--- config.mk ---
export PLATFORM = sky130hd
export DESIGN_NAME = multicarrier_burst_error_injector_flat
export DESIGN_NICKNAME = d
export VERILOG_FILES = /design/src/sv/mbei_pkg.sv /design/src/sv/mbei_if.sv /design/src/sv/mbei_front.sv /design/src/sv/mbei_engine.sv /design/src/sv/multicarrier_burst_error_injector.sv /design/src/flat_wrapper.sv
export SDC_FILE = /design/constraint.sdc
export NUM_CORES = 1
export LEC_CHECK = 0
export ABC_CLOCK_PERIOD_IN_PS = 12020
export BUFFER_PORTS_ARGS = -buffer_cell sky130_fd_sc_hd__buf_2
export CAP_MARGIN = 20
export CORE_ASPECT_RATIO = 1.2
export CORE_UTILIZATION = 55
export CTS_BUF_LIST = sky130_fd_sc_hd__clkbuf_16
export DETAILED_ROUTE_END_ITERATION = 8
export PLACE_DENSITY = 0.73
export SYNTH_ARGS = -nofsm -noshare
export SYNTH_HDL_FRONTEND = slang
export SYNTH_SLANG_ARGS = --single-unit
--- constraint.sdc ---
create_clock -name clk -period 12.02 [get_ports clk]
set_input_delay 1.202 -clock clk [delete_from_list [all_inputs] [get_ports clk]]
set_output_delay 1.202 -clock clk [all_outputs]
set_load 0.02 [all_outputs]
--- src/sv/mbei_pkg.sv ---
// Shared types, constants and helpers of the multicarrier burst error injector.
package mbei_pkg;

	localparam int MAX_CARRIERS = 16;
	localparam int CIDX_W       = $clog2(MAX_CARRIERS);
	localparam int CNUM_W       = CIDX_W + 1;
	localparam int FRAME_W      = 17;
	localparam int REG_W        = 16;
	localparam int START_W      = REG_W + CNUM_W;
	localparam int END_W        = START_W + 1;
	localparam int MAX_GROUP    = 9;
	localparam int QUEUE_DEPTH  = 2;
	localparam int QPTR_W       = $clog2(QUEUE_DEPTH);
	localparam int QFILL_W      = QPTR_W + 1;
	localparam int CFG_IDX_W    = 3;

	typedef enum logic [CFG_IDX_W-1:0] {
		CFG_CARRIERS = 3'd0,
		CFG_GROUP    = 3'd1,
		CFG_PERIOD   = 3'd2,
		CFG_LENGTH   = 3'd3,
		CFG_OFFSET   = 3'd4
	} cfg_idx_t;

	typedef enum logic [1:0] {
		PH_CLEAR = 2'd0,
		PH_BURST = 2'd1,
		PH_DONE  = 2'd2
	} phase_t;

	typedef enum logic [2:0] {
		ST_IDLE,
		ST_CHECK,
		ST_PHASE,
		ST_BIT,
		ST_DONE
	} eng_state_t;

	typedef struct packed {
		logic [4:0]       carriers_in_use;
		logic [3:0]       group_bits;
		logic [REG_W-1:0] burst_period_frames;
		logic [REG_W-1:0] burst_length_frames;
		logic [REG_W-1:0] burst_offset_frames;
	} cfg_t;

	typedef struct packed {
		logic [7:0] in_byte;
		logic [7:0] noise_mask;
	} in_item_t;

	typedef struct packed {
		logic [7:0] out_byte;
		logic [3:0] flipped_bits;
		logic       last;
	} out_item_t;

	// A carrier count of zero acts as one, above the maximum as the maximum
	function automatic logic [CNUM_W-1:0] eff_carriers(input logic [4:0] n);
		logic [CNUM_W-1:0] r;
		if (n == 5'd0) begin
			r = CNUM_W'(1);
		end else if (32'(n) > MAX_CARRIERS) begin
			r = CNUM_W'(MAX_CARRIERS);
		end else begin
			r = CNUM_W'(n);
		end
		return r;
	endfunction

	// A group size of zero acts as one, above nine as nine
	function automatic logic [3:0] eff_group(input logic [3:0] g);
		logic [3:0] r;
		if (g == 4'd0) begin
			r = 4'd1;
		end else if (32'(g) > MAX_GROUP) begin
			r = 4'(MAX_GROUP);
		end else begin
			r = g;
		end
		return r;
	endfunction

endpackage

--- src/sv/mbei_if.sv ---
// Valid/ready channel interfaces for input and result beats.
interface mbei_in_if;
	import mbei_pkg::*;
	logic     valid;
	logic     ready;
	in_item_t data;
	modport source (output valid, output data, input ready);
	modport sink (input valid, input data, output ready);
endinterface

interface mbei_out_if;
	import mbei_pkg::*;
	logic      valid;
	logic      ready;
	out_item_t data;
	modport source (output valid, output data, input ready);
	modport sink (input valid, input data, output ready);
endinterface

--- src/sv/mbei_front.sv ---
// Front end: accepts input beats into a short queue ahead of the bit engine.
module mbei_front (
	input  logic               clk,
	input  logic               arst_n,
	mbei_in_if.sink            din,
	output logic               q_valid,
	output mbei_pkg::in_item_t q_data,
	input  logic               q_pop
);
	import mbei_pkg::*;

	in_item_t           mem_q [QUEUE_DEPTH];
	logic [QPTR_W-1:0]  wr_ptr_q;
	logic [QPTR_W-1:0]  rd_ptr_q;
	logic [QFILL_W-1:0] fill_q;
	logic               push;
	logic               pop;

	assign din.ready = (fill_q != QFILL_W'(QUEUE_DEPTH));
	assign push      = din.valid && din.ready;
	assign q_valid   = (fill_q != '0);
	assign pop       = q_pop && q_valid;
	assign q_data    = mem_q[rd_ptr_q];

	always_ff @(posedge clk) begin
		if (push) begin
			mem_q[wr_ptr_q] <= din.data;
		end
	end

	always_ff @(posedge clk or negedge arst_n) begin
		if (!arst_n) begin
			wr_ptr_q <= '0;
			rd_ptr_q <= '0;
			fill_q   <= '0;
		end else begin
			if (push) begin
				wr_ptr_q <= wr_ptr_q + QPTR_W'(1);
			end
			if (pop) begin
				rd_ptr_q <= rd_ptr_q + QPTR_W'(1);
			end
			case ({push, pop})
				2'b10:   fill_q <= fill_q + QFILL_W'(1);
				2'b01:   fill_q <= fill_q - QFILL_W'(1);
				default: fill_q <= fill_q;
			endcase
		end
	end

endmodule

--- src/sv/mbei_engine.sv ---
// Back end: bit-serial error injection, carrier phases, frame timing and repacking.
module mbei_engine (
	input  logic               clk,
	input  logic               arst_n,
	input  mbei_pkg::cfg_t     cfg,
	input  logic               q_valid,
	input  mbei_pkg::in_item_t q_data,
	output logic               q_pop,
	mbei_out_if.source         dout
);
	import mbei_pkg::*;

	eng_state_t         state_q;
	eng_state_t         state_d;

	logic [15:0]        bitbuf_q;
	logic [15:0]        noisebuf_q;
	logic [4:0]         cnt_q;
	logic [CIDX_W-1:0]  cidx_q;
	logic [FRAME_W-1:0] ft_q;
	phase_t             phase_q [MAX_CARRIERS];
	logic [7:0]         oshift_q;
	logic [2:0]         ocnt_q;
	logic [3:0]         fcnt_q;
	logic [3:0]         bits_left_q;
	logic [START_W-1:0] start_q;
	logic               burst_q;
	logic               pend_valid_q;
	logic [7:0]         pend_byte_q;
	logic [3:0]         pend_flips_q;
	logic               out_valid_q;
	out_item_t          out_q;

	logic [CNUM_W-1:0]  n_eff;
	logic [3:0]         g_eff;
	logic [3:0]         pos;
	logic               flip;
	logic               obit;
	logic               byte_done;
	logic [7:0]         new_byte;
	logic [3:0]         new_flips;
	logic               slot_free;
	logic               bit_go;
	logic               group_end;
	logic               check_ok;
	logic               done_go;
	logic               push;
	out_item_t          push_item;
	phase_t             ph_cur;
	phase_t             ph_new;
	logic [END_W-1:0]   t_ext;
	logic [END_W-1:0]   end_ext;
	logic [CNUM_W-1:0]  cnext;
	logic [FRAME_W-1:0] ft_next;

	assign n_eff     = eff_carriers(cfg.carriers_in_use);
	assign g_eff     = eff_group(cfg.group_bits);
	assign pos       = 4'(cnt_q - 5'd1);
	assign flip      = burst_q && noisebuf_q[pos];
	assign obit      = bitbuf_q[pos] ^ flip;
	assign byte_done = (ocnt_q == 3'd7);
	assign new_byte  = {oshift_q[6:0], obit};
	assign new_flips = fcnt_q + 4'(flip);
	assign slot_free = !out_valid_q || dout.ready;
	assign group_end = (bits_left_q == 4'd1);
	assign check_ok  = (cnt_q >= {1'b0, g_eff});
	assign cnext     = {1'b0, cidx_q} + CNUM_W'(1);
	assign ft_next   = ft_q + FRAME_W'(1);

	// Phase step of the carrier about to be served
	assign ph_cur  = phase_q[cidx_q];
	assign t_ext   = END_W'(ft_q);
	assign end_ext = END_W'(start_q) + END_W'(cfg.burst_length_frames);
	always_comb begin
		case (ph_cur)
			PH_CLEAR: ph_new = (t_ext > END_W'(start_q)) ? PH_BURST : PH_CLEAR;
			PH_BURST: ph_new = (t_ext > end_ext) ? PH_DONE : PH_BURST;
			default:  ph_new = ph_cur;
		endcase
	end

	// Next state and control
	always_comb begin
		state_d   = state_q;
		q_pop     = 1'b0;
		bit_go    = 1'b0;
		done_go   = 1'b0;
		push      = 1'b0;
		push_item = '{out_byte: pend_byte_q, flipped_bits: pend_flips_q, last: 1'b0};
		case (state_q)
			ST_IDLE: begin
				if (q_valid) begin
					q_pop   = 1'b1;
					state_d = ST_CHECK;
				end
			end
			ST_CHECK: begin
				state_d = check_ok ? ST_PHASE : ST_DONE;
			end
			ST_PHASE: begin
				state_d = ST_BIT;
			end
			ST_BIT: begin
				// stall while a completed byte waits on a full output slot
				if (!(byte_done && pend_valid_q && !slot_free)) begin
					bit_go = 1'b1;
					push   = byte_done && pend_valid_q;
					if (group_end) begin
						state_d = ST_CHECK;
					end
				end
			end
			ST_DONE: begin
				if (!pend_valid_q || slot_free) begin
					done_go        = 1'b1;
					push           = pend_valid_q;
					push_item.last = 1'b1;
					state_d        = ST_IDLE;
				end
			end
			default: state_d = ST_IDLE;
		endcase
	end

	always_ff @(posedge clk or negedge arst_n) begin
		if (!arst_n) begin
			state_q <= ST_IDLE;
		end else begin
			state_q <= state_d;
		end
	end

	always_ff @(posedge clk or negedge arst_n) begin
		if (!arst_n) begin
			bitbuf_q     <= '0;
			noisebuf_q   <= '0;
			cnt_q        <= '0;
			cidx_q       <= '0;
			ft_q         <= '0;
			for (int i = 0; i < MAX_CARRIERS; i++) begin
				phase_q[i] <= PH_CLEAR;
			end
			oshift_q     <= '0;
			ocnt_q       <= '0;
			fcnt_q       <= '0;
			bits_left_q  <= '0;
			start_q      <= '0;
			burst_q      <= 1'b0;
			pend_valid_q <= 1'b0;
			pend_byte_q  <= '0;
			pend_flips_q <= '0;
		end else begin
			if (q_pop) begin
				bitbuf_q   <= {bitbuf_q[7:0], q_data.in_byte};
				noisebuf_q <= {noisebuf_q[7:0], q_data.noise_mask};
				cnt_q      <= cnt_q + 5'd8;
			end
			if (state_q == ST_CHECK && check_ok) begin
				start_q     <= START_W'(cfg.burst_offset_frames * cnext);
				bits_left_q <= g_eff;
			end
			if (state_q == ST_PHASE) begin
				phase_q[cidx_q] <= ph_new;
				burst_q         <= (ph_new == PH_BURST);
			end
			if (bit_go) begin
				cnt_q       <= cnt_q - 5'd1;
				bits_left_q <= bits_left_q - 4'd1;
				oshift_q    <= new_byte;
				ocnt_q      <= ocnt_q + 3'd1;
				if (byte_done) begin
					fcnt_q       <= '0;
					pend_valid_q <= 1'b1;
					pend_byte_q  <= new_byte;
					pend_flips_q <= new_flips;
				end else begin
					fcnt_q <= new_flips;
				end
				if (group_end) begin
					if (cnext >= n_eff) begin
						cidx_q <= '0;
						if (ft_next > FRAME_W'(cfg.burst_period_frames)) begin
							ft_q <= '0;
							for (int i = 0; i < MAX_CARRIERS; i++) begin
								phase_q[i] <= PH_CLEAR;
							end
						end else begin
							ft_q <= ft_next;
						end
					end else begin
						cidx_q <= CIDX_W'(cnext);
					end
				end
			end
			if (done_go) begin
				pend_valid_q <= 1'b0;
			end
		end
	end

	// Output register parts the engine from the result sink
	always_ff @(posedge clk or negedge arst_n) begin
		if (!arst_n) begin
			out_valid_q <= 1'b0;
		end else if (push) begin
			out_valid_q <= 1'b1;
		end else if (dout.ready) begin
			out_valid_q <= 1'b0;
		end
	end

	always_ff @(posedge clk) begin
		if (push) begin
			out_q <= push_item;
		end
	end

	assign dout.valid = out_valid_q;
	assign dout.data  = out_q;

endmodule

--- src/sv/multicarrier_burst_error_injector.sv ---
// Top level: configuration registers, front queue and bit-serial engine.
// The engine takes one item at a time. For each group it completes (8 over g, give or
// take one, g being the effective group size) it runs a check, a phase step and g bit
// steps, then ends the item with a check and a done step. One bit a cycle, unless a
// finished byte held on a busy output stalls the engine; results leave through a register.
// Reset: arst_n clears the control state at once, configuration returns to 14, 2, 50, 5, 1.
module multicarrier_burst_error_injector (
	input  logic                               clk,
	input  logic                               arst_n,
	mbei_in_if.sink                            din,
	mbei_out_if.source                         dout,
	input  logic                               cfg_we,
	input  logic [mbei_pkg::CFG_IDX_W-1:0]     cfg_index,
	input  logic [mbei_pkg::REG_W-1:0]         cfg_wdata
);
	import mbei_pkg::*;

	cfg_t     cfg_q;
	logic     q_valid;
	in_item_t q_data;
	logic     q_pop;

	// Register file: writes beyond the list are dropped
	always_ff @(posedge clk or negedge arst_n) begin
		if (!arst_n) begin
			cfg_q.carriers_in_use     <= 5'd14;
			cfg_q.group_bits          <= 4'd2;
			cfg_q.burst_period_frames <= 16'd50;
			cfg_q.burst_length_frames <= 16'd5;
			cfg_q.burst_offset_frames <= 16'd1;
		end else if (cfg_we) begin
			case (cfg_index)
				CFG_CARRIERS: cfg_q.carriers_in_use     <= cfg_wdata[4:0];
				CFG_GROUP:    cfg_q.group_bits          <= cfg_wdata[3:0];
				CFG_PERIOD:   cfg_q.burst_period_frames <= cfg_wdata;
				CFG_LENGTH:   cfg_q.burst_length_frames <= cfg_wdata;
				CFG_OFFSET:   cfg_q.burst_offset_frames <= cfg_wdata;
				default:      cfg_q <= cfg_q;
			endcase
		end
	end

	// Front: hold incoming beats until the engine is free
	mbei_front u_front (
		.clk     (clk),
		.arst_n  (arst_n),
		.din     (din),
		.q_valid (q_valid),
		.q_data  (q_data),
		.q_pop   (q_pop)
	);

	// Back: step phases, flip bits in burst, repack into result beats
	mbei_engine u_engine (
		.clk     (clk),
		.arst_n  (arst_n),
		.cfg     (cfg_q),
		.q_valid (q_valid),
		.q_data  (q_data),
		.q_pop   (q_pop),
		.dout    (dout)
	);

	// Engine only takes an item that the queue holds
	a_pop_has_data: assert property (@(posedge clk) disable iff (!arst_n)
		q_pop |-> q_valid)
		else $error("engine popped an empty queue");

	// A result beat never claims more flips than it has bits
	a_flips_bound: assert property (@(posedge clk) disable iff (!arst_n)
		dout.valid |-> (dout.data.flipped_bits <= 4'd8))
		else $error("flip count exceeds byte width");

	// A carrier count write takes effect on the next edge
	a_cfg_write: assert property (@(posedge clk) disable iff (!arst_n)
		(cfg_we && cfg_index == CFG_CARRIERS) |=>
		(cfg_q.carriers_in_use == $past(cfg_wdata[4:0])))
		else $error("carrier count write lost");

endmodule

--- src/flat_wrapper.sv ---
// flat-port wrapper written by rule: the top's interface ports become plain ports
module multicarrier_burst_error_injector_flat import mbei_pkg::*;
  (clk, arst_n, cfg_we, cfg_index, cfg_wdata, din_valid, din_data, din_ready, dout_valid, dout_data, dout_ready);
  mbei_in_if din_i ();
  mbei_out_if dout_i ();
  input  logic clk;
  input  logic arst_n;
  input  logic cfg_we;
  input  logic [mbei_pkg::CFG_IDX_W-1:0] cfg_index;
  input  logic [mbei_pkg::REG_W-1:0] cfg_wdata;
  input wire logic [$bits(din_i.valid)-1:0] din_valid;
  input wire logic [$bits(din_i.data)-1:0] din_data;
  output wire logic [$bits(din_i.ready)-1:0] din_ready;
  output wire logic [$bits(dout_i.valid)-1:0] dout_valid;
  output wire logic [$bits(dout_i.data)-1:0] dout_data;
  input wire logic [$bits(dout_i.ready)-1:0] dout_ready;
  assign din_i.valid = din_valid;
  assign din_i.data = din_data;
  assign din_ready = din_i.ready;
  assign dout_valid = dout_i.valid;
  assign dout_data = dout_i.data;
  assign dout_i.ready = dout_ready;
  multicarrier_burst_error_injector u_core (.clk(clk), .arst_n(arst_n), .din(din_i), .dout(dout_i), .cfg_we(cfg_we), .cfg_index(cfg_index), .cfg_wdata(cfg_wdata));
endmodule
==> impl_metrics.json, run 1 <==
{
  "status": "complete, no violations",
  "timing.final.crit_period_ns": 6.22,
  "worst_slew_pin_slew_ns": 1.07,
  "critical_path.max_stage_delay_ns": 0.82,
  "timing_worst_setup_path_type": "reg -> reg",
  "crit_path_end_kind": "flop",
  "htreeDepth": 1,
  "clock_sinks": 253,
  "clock_latency_ns": 0.54,
  "rsz0062_at_grt": "no",
  "final_antenna_net_count": 0,
  "timing.final.ws_setup_ns": 5.80,
  "drtIter0Drc": 746,
  "leakage_nw": 7.95,
  "synthToLayoutAreaGrowth_pct": 10.3,
  "synthCells": 1532,
  "pre_cts_ws_ns": 5.79,
  "cp_num_buf_inv": 2,
  "hp-class": "reg -> reg",
  "cts_max_path_buffers": 3,
  "layout-drive-gt1-share": 0.142,
  "diodes": 0,
  "cts_inserted_buffers": 27,
  "synth_edf_count": 45,
  "final_common_cell": "nand2_1",
  "path_clk_slew_ns": 0.06,
  "first_pass_iters": 5,
  "skew_ns": 0.0186,
  "cp_cell_sequence": "ha_1 -> inv_1 -> nor2_1 -> nand2_1 -> fa_1 -> fa_1 -> fa_1 -> inv_1 -> ha_1 -> o21ai_0 -> o211ai_1 -> and2_1 -> a221o_1 -> a221oi_1 -> o21ai_0 -> xnor2_1 -> o21ai_0",
  "max_freq_mhz": 161,
  "netlist_area_um2": 15500,
  "post-dp-hpwl_mm": 26.0,
  "finalCritPeriodShare": 0.518,
  "final-max-slew-violation-count": 0,
  "synthDistinctLibCells": 77,
  "first_global_vias": 11221,
  "ys_ff_latch": 253,
  "layout_common_cells": "252 x nand2_1, 198 x dfrtp_1, 124 x o21ai_0",
  "place_congestion": 0.885,
  "dieArea_um2": 28900,
  "core_area_um2": 27800,
  "critPathArrivalTime_ns": 6.61,
  "async_flop_share": 0.822,
  "grt_pass1_wl_mm": 55.4,
  "grt_use_total": 0.242,
  "portBuffers": 54,
  "startpoint_type": "flop",
  "peakVddDrop_v": 0.000171,
  "synth_nets": 1732,
  "die_h_um": 186,
  "ios": 55,
  "fp-row-count": 67,
  "root_buffer": "clkbuf_16",
  "die-width_um": 155,
  "antenna_found_initial": 1,
  "max_slew_margin": 0.283,
  "critical-path-top-delay-family": "adder cells",
  "setup_viol": 0,
  "crit_required_ns": 12.41,
  "path_max_fanout": 17,
  "routed-via-count": 11303,
  "seq_area_frac_synth": 0.423,
  "final_net_count": 1781,
  "synth_ff_type": "dfrtp_1",
  "synth_top_area_frac": 0.319,
  "synth_area_per_cell_um2": 10.1,
  "cts_tree": "yes",
  "cpMaxStageDelayCell": "nor2_1",
  "start_util": 0.558,
  "grt_max_degree": 74,
  "cts_resized": 0,
  "dpl_cell_area_um2": 16200,
  "synth_top_area_cell": "dfrtp_1",
  "holdBufCountCts": 0,
  "power_density_nw_per_um2": 218,
  "wl_mm": 34.2,
  "vias_per_cell": 5.71,
  "yosys-top-cells-area": "dfrtp_1 32%, ha_1 9.4%, edfxtp_1 8.7%, nand2_1 6.1%, fa_1 5.5%",
  "drc": 0,
  "setup_tns_ns": 0,
  "fin_util": 0.616,
  "drv_cap": 0,
  "overflow": 0,
  "ys_warn_count": 0,
  "wire_per_inst_um": 17.3,
  "design_area_um2": 17100,
  "hold_viol_final": 0,
  "cts_setup_buffers": 0
}
==> sequential cells by signal, summed over array words and instances, names as in the netlist, 2 cells and up <==
| signal | count |
|---|---|
| u_core.u_engine.oshift_q | 7 |
| u_core.u_engine.cidx_q | 4 |
| u_core.u_engine.dout.data | 13 |
| u_core.u_front.mem_q | 32 |
| u_core.u_engine.ocnt_q | 3 |
| u_core.u_engine.pend_flips_q | 4 |
| u_core.u_engine.noisebuf_q | 16 |
| u_core.u_engine.phase_q | 32 |
| u_core.u_engine.state_q | 3 |
| u_core.u_engine.start_q | 21 |
| u_core.u_front.fill_q | 2 |
| u_core.u_engine.bits_left_q | 4 |
| u_core.u_engine.cnt_q | 5 |
| u_core.cfg_q | 57 |
| u_core.u_engine.pend_byte_q | 8 |
| u_core.u_engine.ft_q | 17 |
| u_core.u_engine.bitbuf_q | 16 |
| u_core.u_engine.fcnt_q | 4 |
==> cell type report <==
cell class	instances	area, µm²
Timing Repair Buffer	71	427
Tap cell	379	474
Multi-Input combinational cell	1130	8390
Sequential cell	253	6570
Fill cell	2350	10700
Clock buffer	27	676
Clock inverter	22	228
Inverter	98	368
==> layer usage <==
| layer | GRT usage | routed length (µm) | up-vias |
|---|---|---|---|
| met2 | 0.450 | 17700 | 231 |
| met3 | 0.0272 | 1170 | 77 |
| met1 | 0.280 | 13800 | 5508 |
| li1 | - | - | 5485 |
| met5 | 0 | 9 | - |
| met4 | 0.106 | 1510 | 2 |
==> per-stage QoR <==
step,hold WS (ns),total power [mW],cells
finish,0.448,3.74,1980
global route,0.459,4.01,1980
CTS,0.449,3.77,1977
detailed placement,0.431,2.92,1928
global placement,0.428,2.86,1928
floorplan,0.419,2.50,1532
==> synthesized netlist by cell type (17+ instances only) <==
cell type,instances
nand2_1,252
dfrtp_1,198
o21ai_0,124
ha_1,117
inv_1,97
nor2_1,60
mux2_2,54
a21oi_1,51
nand3_1,49
edfxtp_1,45
fa_1,43
clkbuf_1,41
xnor2_1,35
and2_1,26
nor2b_1,26
xor2_1,24
a21o_1,23
mux2i_1,19
nor3_1,18
o21ai_1,18
mux4_2,17
==> logic make-up (layout without fill, tap and decap cells) <==
group / after synthesis / count (layout) / share of synthesized area
compound gates: 319 / 319 / 0.130
xor+xnor: 59 / 59 / 0.0333
fa+ha+maj: 160 / 160 / 0.150
buf+inv: 149 / 218 / 0.0380
flops: 253 / 253 / 0.423
mux: 90 / 90 / 0.0760
simple gates: 502 / 502 / 0.150
==> where the power goes <==
part | internal (mW) | total, mW | switching (mW)
clock network | 0.497 | 0.843 | 0.346
registers | 1.12 | 1.32 | 0.201
logic | 0.680 | 1.58 | 0.898
total | 2.30 | 3.74 | 1.45
==> path summary, 6_finish.rpt <==
check                                                     endpoint                                  startpoint  cells past startpoint  slack [ns]
hold reg to reg            u_core.u_engine.dout.data[12]$_DFFE_PP_  u_core.u_engine.pend_byte_q[7]$_DFFE_PN0P_                      0        0.45
setup reg to reg           u_core.u_engine.start_q[19]$_DFFE_PN0P_       u_core.u_engine.cidx_q[1]$_DFFE_PN0P_                     17        5.80
hold / removal             u_core.u_engine.dout.data[12]$_DFFE_PP_  u_core.u_engine.pend_byte_q[7]$_DFFE_PN0P_                      0        0.45
min in group asynchronous             u_core.cfg_q[47]$_DFFE_PN0P_                                      arst_n                      1        0.67
max in group asynchronous    u_core.u_engine.phase_q[14]$_DFF_PN0_                                      arst_n                      2        9.98
setup / recovery           u_core.u_engine.start_q[19]$_DFFE_PN0P_       u_core.u_engine.cidx_q[1]$_DFFE_PN0P_                     17        5.80
No activity file was read; power rests on OpenSTA's default activity.
==> run 2, diff against run 1 <==
--- a/config.mk
+++ b/config.mk
@@ -5,14 +5,14 @@
 export SDC_FILE = /design/constraint.sdc
 export NUM_CORES = 1
 export LEC_CHECK = 0
-export ABC_CLOCK_PERIOD_IN_PS = 12020
+export ABC_CLOCK_PERIOD_IN_PS = 5600
 export BUFFER_PORTS_ARGS = -buffer_cell sky130_fd_sc_hd__buf_2
 export CAP_MARGIN = 20
 export CORE_ASPECT_RATIO = 1.2
 export CORE_UTILIZATION = 55
 export CTS_BUF_LIST = sky130_fd_sc_hd__clkbuf_16
 export DETAILED_ROUTE_END_ITERATION = 8
-export PLACE_DENSITY = 0.73
+export PLACE_DENSITY = 0.76
 export SYNTH_ARGS = -nofsm -noshare
 export SYNTH_HDL_FRONTEND = slang
 export SYNTH_SLANG_ARGS = --single-unit
==> constraint.sdc (replaced) <==
create_clock -name clk -period 5.6 [get_ports clk]
set_input_delay 0.56 -clock clk [delete_from_list [all_inputs] [get_ports clk]]
set_output_delay 0.56 -clock clk [all_outputs]
set_load 0.02 [all_outputs]
==> impl_metrics.json, run 2 (synthesis results as in run 1) <==
{
  "status": "complete, no violations",
  "timing.final.crit_period_ns": 5.15,
  "max_slew_margin": 0.320,
  "peakVddDrop_v": 0.000411,
  "antenna_found_initial": 0,
  "grt_pass1_wl_mm": 56.6,
  "path_max_fanout": 26,
  "first_pass_iters": 7,
  "final-max-slew-violation-count": 0,
  "startpoint_type": "flop",
  "critPathLaunch": "u_core.u_engine.cidx_q[0]$_DFFE_PN0P_",
  "max_freq_mhz": 194,
  "r2r-start": "u_core.u_engine.cidx_q[0]$_DFFE_PN0P_",
  "clock_latency_ns": 0.54,
  "overflow": 0,
  "die-width_um": 155,
  "wl_mm": 34.3,
  "design_area_um2": 17100,
  "largest-register": "u_core.cfg_q",
  "timing_worst_setup_path_type": "reg -> reg",
  "final_common_cell": "nand2_1",
  "layout_common_cells": "252 x nand2_1, 198 x dfrtp_1, 124 x o21ai_0",
  "leakage_nw": 7.96,
  "htreeDepth": 1,
  "clock_sinks": 253,
  "synthToLayoutAreaGrowth_pct": 10.2,
  "drv_cap": 0,
  "setup_tns_ns": 0,
  "dpl_cell_area_um2": 16300,
  "ios": 55,
  "cts_setup_buffers": 0,
  "root_buffer": "clkbuf_16",
  "cts_inserted_buffers": 26,
  "start_util": 0.558,
  "cts_resized": 0,
  "place_congestion": 0.935,
  "first_global_vias": 11523,
  "fin_util": 0.615,
  "layout-drive-gt1-share": 0.146,
  "holdBufCountCts": 0,
  "top_regs": "u_core.cfg_q: 57 flops, u_core.u_engine.phase_q: 32 flops, u_core.u_front.mem_q: 32 flops",
  "crit_required_ns": 6.05,
  "rsz0062_at_grt": "no",
  "power_density_nw_per_um2": 463,
  "hold_viol_final": 0,
  "die_h_um": 186,
  "cts_max_path_buffers": 3,
  "hp-class": "in -> async",
  "skew_ns": 0.0175,
  "core_area_um2": 27800,
  "path_clk_slew_ns": 0.06,
  "crit_path_end_kind": "flop",
  "post-dp-hpwl_mm": 25.9,
  "drc": 0,
  "finalCritPeriodShare": 0.920,
  "final_antenna_net_count": 0,
  "worst_slew_pin_slew_ns": 1.01,
  "cts_tree": "yes",
  "routed-via-count": 11332,
  "grt_use_total": 0.246,
  "grt_max_degree": 102,
  "drtIter0Drc": 648,
  "vias_per_cell": 5.70,
  "portBuffers": 54,
  "nFillCells": 2296,
  "largest_reg_flops": 57,
  "final_net_count": 1788,
  "fp-row-count": 67,
  "wire_per_inst_um": 17.3,
  "whs_ns": 0.104,
  "setup_viol": 0,
  "critPathArrivalTime_ns": 5.61,
  "dieArea_um2": 28900,
  "diodes": 0
}
## run 2: cell count changes in the layout (fill, tap and decap cells not counted), sizes merged
cell,previous run,this run
clkinvlp,5,4
clkinv,11,12
bufinv,4,1
buf,70,78
inv,100,102
## run 2: where the power goes
group / internal (mW) / total (mW) / switching (mW)
combinational: 1.48 / 3.43 / 1.95
clock: 0.929 / 1.67 / 0.741
sequential: 2.41 / 2.82 / 0.415
## run 2: path summary, 6_finish.rpt
kind                                                              endpoint  slack, ns  cells past startpoint
worst max-delay path               u_core.u_engine.start_q[19]$_DFFE_PN0P_       0.45                     18
worst min-delay path                          u_core.cfg_q[46]$_DFFE_PN0P_       0.10                      1
worst max register to register     u_core.u_engine.start_q[19]$_DFFE_PN0P_       0.45                     18
max in group asynchronous       u_core.u_engine.pend_byte_q[2]$_DFFE_PN0P_       4.20                      2
min in group clk                      u_core.u_front.mem_q[1][6]$_DFFE_PP_       0.21                      1
worst min register to register      u_core.u_engine.dout.data[9]$_DFFE_PP_       0.44                      0
## run 2: routing by layer
layer / track usage / vias to the layer above / part of all wire
li1: - / 5483 / -
met3: 0.0333 / 79 / 0.039
met1: 0.292 / 5547 / 0.41
met2: 0.451 / 223 / 0.51
met4: 0.0898 / 0 / 0.035
met5: 0 / - / 0
## run 2: cell type report
cell class | count | area [µm²] | share of cell area
multi-input combinational | 1130 | 8400 | 0.491
tap | 379 | 474 | 0.0277
sequential | 253 | 6570 | 0.384
clock inverter | 21 | 155 | 0.00907
clock buffer | 27 | 676 | 0.0395
inverter | 98 | 368 | 0.0215
timing repair buffer | 79 | 470 | 0.0275
## run 2: stage by stage
step,setup WS [ns],power (mW),std cells
2_1_floorplan,0.400,5.36,1532
3_3_place_gp,0.479,6.14,1938
3_5_place_dp,0.347,6.27,1938
4_1_cts,0.309,7.97,1986
5_1_grt,0.0104,8.51,1987
6_report,0.446,7.93,1987
## run 2: critical path, cell delays in order, from the launching register on
cell and delay [ns]:
dfrtp_1 0.36, buf_6 0.26, nand3_1 0.13, xnor2_1 0.15, buf_4 0.25, nand2_1 0.10, fa_1 0.52, inv_1 0.06
fa_1 0.50, fa_1 0.49, ha_1 0.39, a21oi_1 0.26, o21ai_0 0.11, and2_1 0.20, a221o_1 0.37, a221oi_1 0.43
o21ai_0 0.19, xnor2_1 0.14, o21ai_0 0.13
==> run 3, diff against run 2 <==
--- a/config.mk
+++ b/config.mk
@@ -12,7 +12,9 @@
 export CORE_UTILIZATION = 55
 export CTS_BUF_LIST = sky130_fd_sc_hd__clkbuf_16
 export DETAILED_ROUTE_END_ITERATION = 8
+export HOLD_SLACK_MARGIN = 0.02
 export PLACE_DENSITY = 0.76
 export SYNTH_ARGS = -nofsm -noshare
 export SYNTH_HDL_FRONTEND = slang
+export SYNTH_HIERARCHICAL = 1
 export SYNTH_SLANG_ARGS = --single-unit
==> impl_metrics.json, run 3 <==
{
  "synth_ff_type": "dfrtp_1",
  "cp_cell_sequence": "ha_1 -> fa_1 -> a211oi_1 -> o21bai_1 -> o21ai_2 -> a311oi_1 -> and4_1 -> o21a_1 -> nor2_1 -> xnor2_1 -> ha_1 -> nand3_1 -> nor4_2 -> o221a_2 -> o31ai_1 -> or4_1 -> a211o_1 -> o41a_1 -> buf_4 -> a21oi_1",
  "path_clk_slew_ns": 0.06,
  "critPathArrivalTime_ns": 5.65,
  "vias_per_cell": 5.77,
  "synthTopCellsByCount": "198 x dfrtp_1, 180 x nand2_1, 117 x ha_1, 102 x mux2_2, 88 x inv_1",
  "worst_slew_pin_slew_ns": 1.12,
  "fp-row-count": 67,
  "final_net_count": 1696,
  "cts_tree": "yes",
  "first_global_vias": 11398,
  "drv_cap": 0,
  "critical-path-top-delay-family": "compound AO/OA/AOI/OAI gates",
  "final_cells": 1896,
  "ios": 55,
  "hp-class": "in -> async",
  "root_buffer": "clkbuf_16",
  "netlist_area_um2": 15700,
  "setup_viol": 0,
  "die-width_um": 156,
  "first_pass_iters": 6,
  "async_flop_share": 0.822,
  "status": "complete, no violations",
  "clock_sinks": 253,
  "dieArea_um2": 29200,
  "synth_top_area_cell": "dfrtp_1",
  "die_h_um": 187,
  "pre_cts_ws_ns": 0.102,
  "routed-via-count": 10937,
  "hold_viol_final": 0,
  "seq_area_frac_synth": 0.418,
  "synth_top_area_frac": 0.315,
  "cts_max_path_buffers": 3,
  "drc": 0,
  "crit_required_ns": 6.07,
  "clock_latency_ns": 0.55,
  "timing.final.crit_period_ns": 5.18,
  "fin_util": 0.616,
  "synth_area_per_cell_um2": 10.9,
  "synthToLayoutAreaGrowth_pct": 9.87,
  "start_util": 0.561,
  "synthCells": 1443,
  "synthDistinctLibCells": 74,
  "portBuffers": 54,
  "largest-register": "u_core/cfg_q",
  "layout-drive-gt1-share": 0.194,
  "htreeDepth": 1,
  "whs_ns": 0.159,
  "timing.final.ws_setup_ns": 0.420,
  "final-max-slew-violation-count": 0,
  "wl_mm": 33.0,
  "grt_use_total": 0.235,
  "post-dp-hpwl_mm": 24.1,
  "drtIter0Drc": 507,
  "core_area_um2": 28000,
  "cp_num_buf_inv": 1,
  "startpoint_type": "flop",
  "timing_worst_setup_path_type": "reg -> reg",
  "max_freq_mhz": 193,
  "peakVddDrop_v": 0.000284,
  "cpMaxStageDelayCell": "or4_1",
  "wire_per_inst_um": 17.4,
  "antenna_found_initial": 0,
  "holdBufCountCts": 0,
  "place_congestion": 0.927,
  "rsz0062_at_grt": "no",
  "grt_pass1_wl_mm": 55.6,
  "setup_tns_ns": 0,
  "crit_top_cell": "ha_1",
  "largest_reg_flops": 57,
  "final_antenna_net_count": 0,
  "synth_edf_count": 45,
  "leakage_nw": 8.14,
  "finalPower_mw": 8.73,
  "overflow": 0,
  "skew_ns": 0.0135,
  "diodes": 0,
  "critical_path.max_stage_delay_ns": 0.54,
  "dpl_cell_area_um2": 16300,
  "grt_max_degree": 127,
  "power_density_nw_per_um2": 506,
  "design_area_um2": 17300,
  "post-synth-top-count-cell": "dfrtp_1",
  "cts_inserted_buffers": 27,
  "top_regs": "u_core/cfg_q: 57 flops, u_core/u_engine/phase_q: 32 flops, u_core/u_front/mem_q: 32 flops",
  "synth_nets": 1643,
  "crit_path_end_kind": "flop",
  "path_max_fanout": 8,
  "yosys-top-cells-area": "dfrtp_1 32%, ha_1 9.3%, edfxtp_1 8.6%, mux2_2 7.3%, fa_1 5.5%",
  "place_inst": 1845,
  "ys_warn_count": 6,
  "final_common_cell": "dfrtp_1",
  "ys_ff_latch": 253,
  "max_slew_margin": 0.256,
  "layout_common_cells": "198 x dfrtp_1, 180 x nand2_1, 117 x ha_1",
  "finalCritPeriodShare": 0.925
}
run 3: changes by cell type after synthesis, sizes merged, moves of 6 or more:
cell    delta
a21oi      +7
nand2     -73
nand3     -22
a211oi    -10
mux2      +68
xor2      +11
nor2       +6
inv        -9
xnor2      -8
o21ai     -53
run 3: cells by family (layout without fill, tap and decap cells):
group | Yosys count | count (layout) | share of synthesized area
flops | 253 | 253 | 0.418
fa+ha+maj | 160 | 160 | 0.148
buf+inv | 139 | 213 | 0.0389
simple gates | 417 | 417 | 0.128
compound gates | 254 | 254 | 0.104
mux | 158 | 158 | 0.129
xor+xnor | 62 | 62 | 0.0346
run 3: area by class of cell:
type | count | area (µm²)
Fill cell | 2269 | 10700
Multi-Input combinational cell | 1051 | 8550
Sequential cell | 253 | 6570
Clock buffer | 27 | 676
Tap cell | 379 | 474
Timing Repair Buffer | 75 | 437
Inverter | 88 | 330
Clock inverter | 23 | 221
run 3: what timing repair did:
item	4_1_cts	5_1_grt
resized for setup	0	4
endpoints found under the setup margin	0	33
setup buffers	0	0
run 3: routing by layer:
layer / vias up / GRT usage / part of all wire
li1: 5190 / - / -
met4: 0 / 0.0946 / 0.038
met2: 233 / 0.423 / 0.51
met3: 74 / 0.0241 / 0.034
met1: 5440 / 0.286 / 0.42
met5: - / 0 / 0
run 3: path summary, 6_finish.rpt:
path / cells past startpoint / slack (ns) / start / endpoint
max in group asynchronous: 2 / 4.26 / arst_n / u_core/cfg_q[30]$_DFFE_PN0P_
setup reg to reg: 20 / 0.42 / u_core/u_engine/start_q[0]$_DFFE_PN0P_ / u_core/u_engine/phase_q[29]$_DFF_PN0_
hold / removal: 1 / 0.16 / arst_n / u_core/cfg_q[34]$_DFFE_PN0P_
min in group clk: 1 / 0.19 / din_data[9] / u_core/u_front/mem_q[1][9]$_DFFE_PP_
hold reg to reg: 0 / 0.45 / u_core/u_engine/pend_byte_q[0]$_DFFE_PN0P_ / u_core/u_engine/dout.data[5]$_DFFE_PP_
setup / recovery: 20 / 0.42 / u_core/u_engine/start_q[0]$_DFFE_PN0P_ / u_core/u_engine/phase_q[29]$_DFF_PN0_
run 3: power by group:
part | leakage, nW | total (mW) | internal [mW] | switching (mW)
clock | 0.436 | 1.78 | 1.03 | 0.755
sequential | 3.10 | 2.73 | 2.34 | 0.386
combinational | 4.60 | 4.21 | 1.82 | 2.40
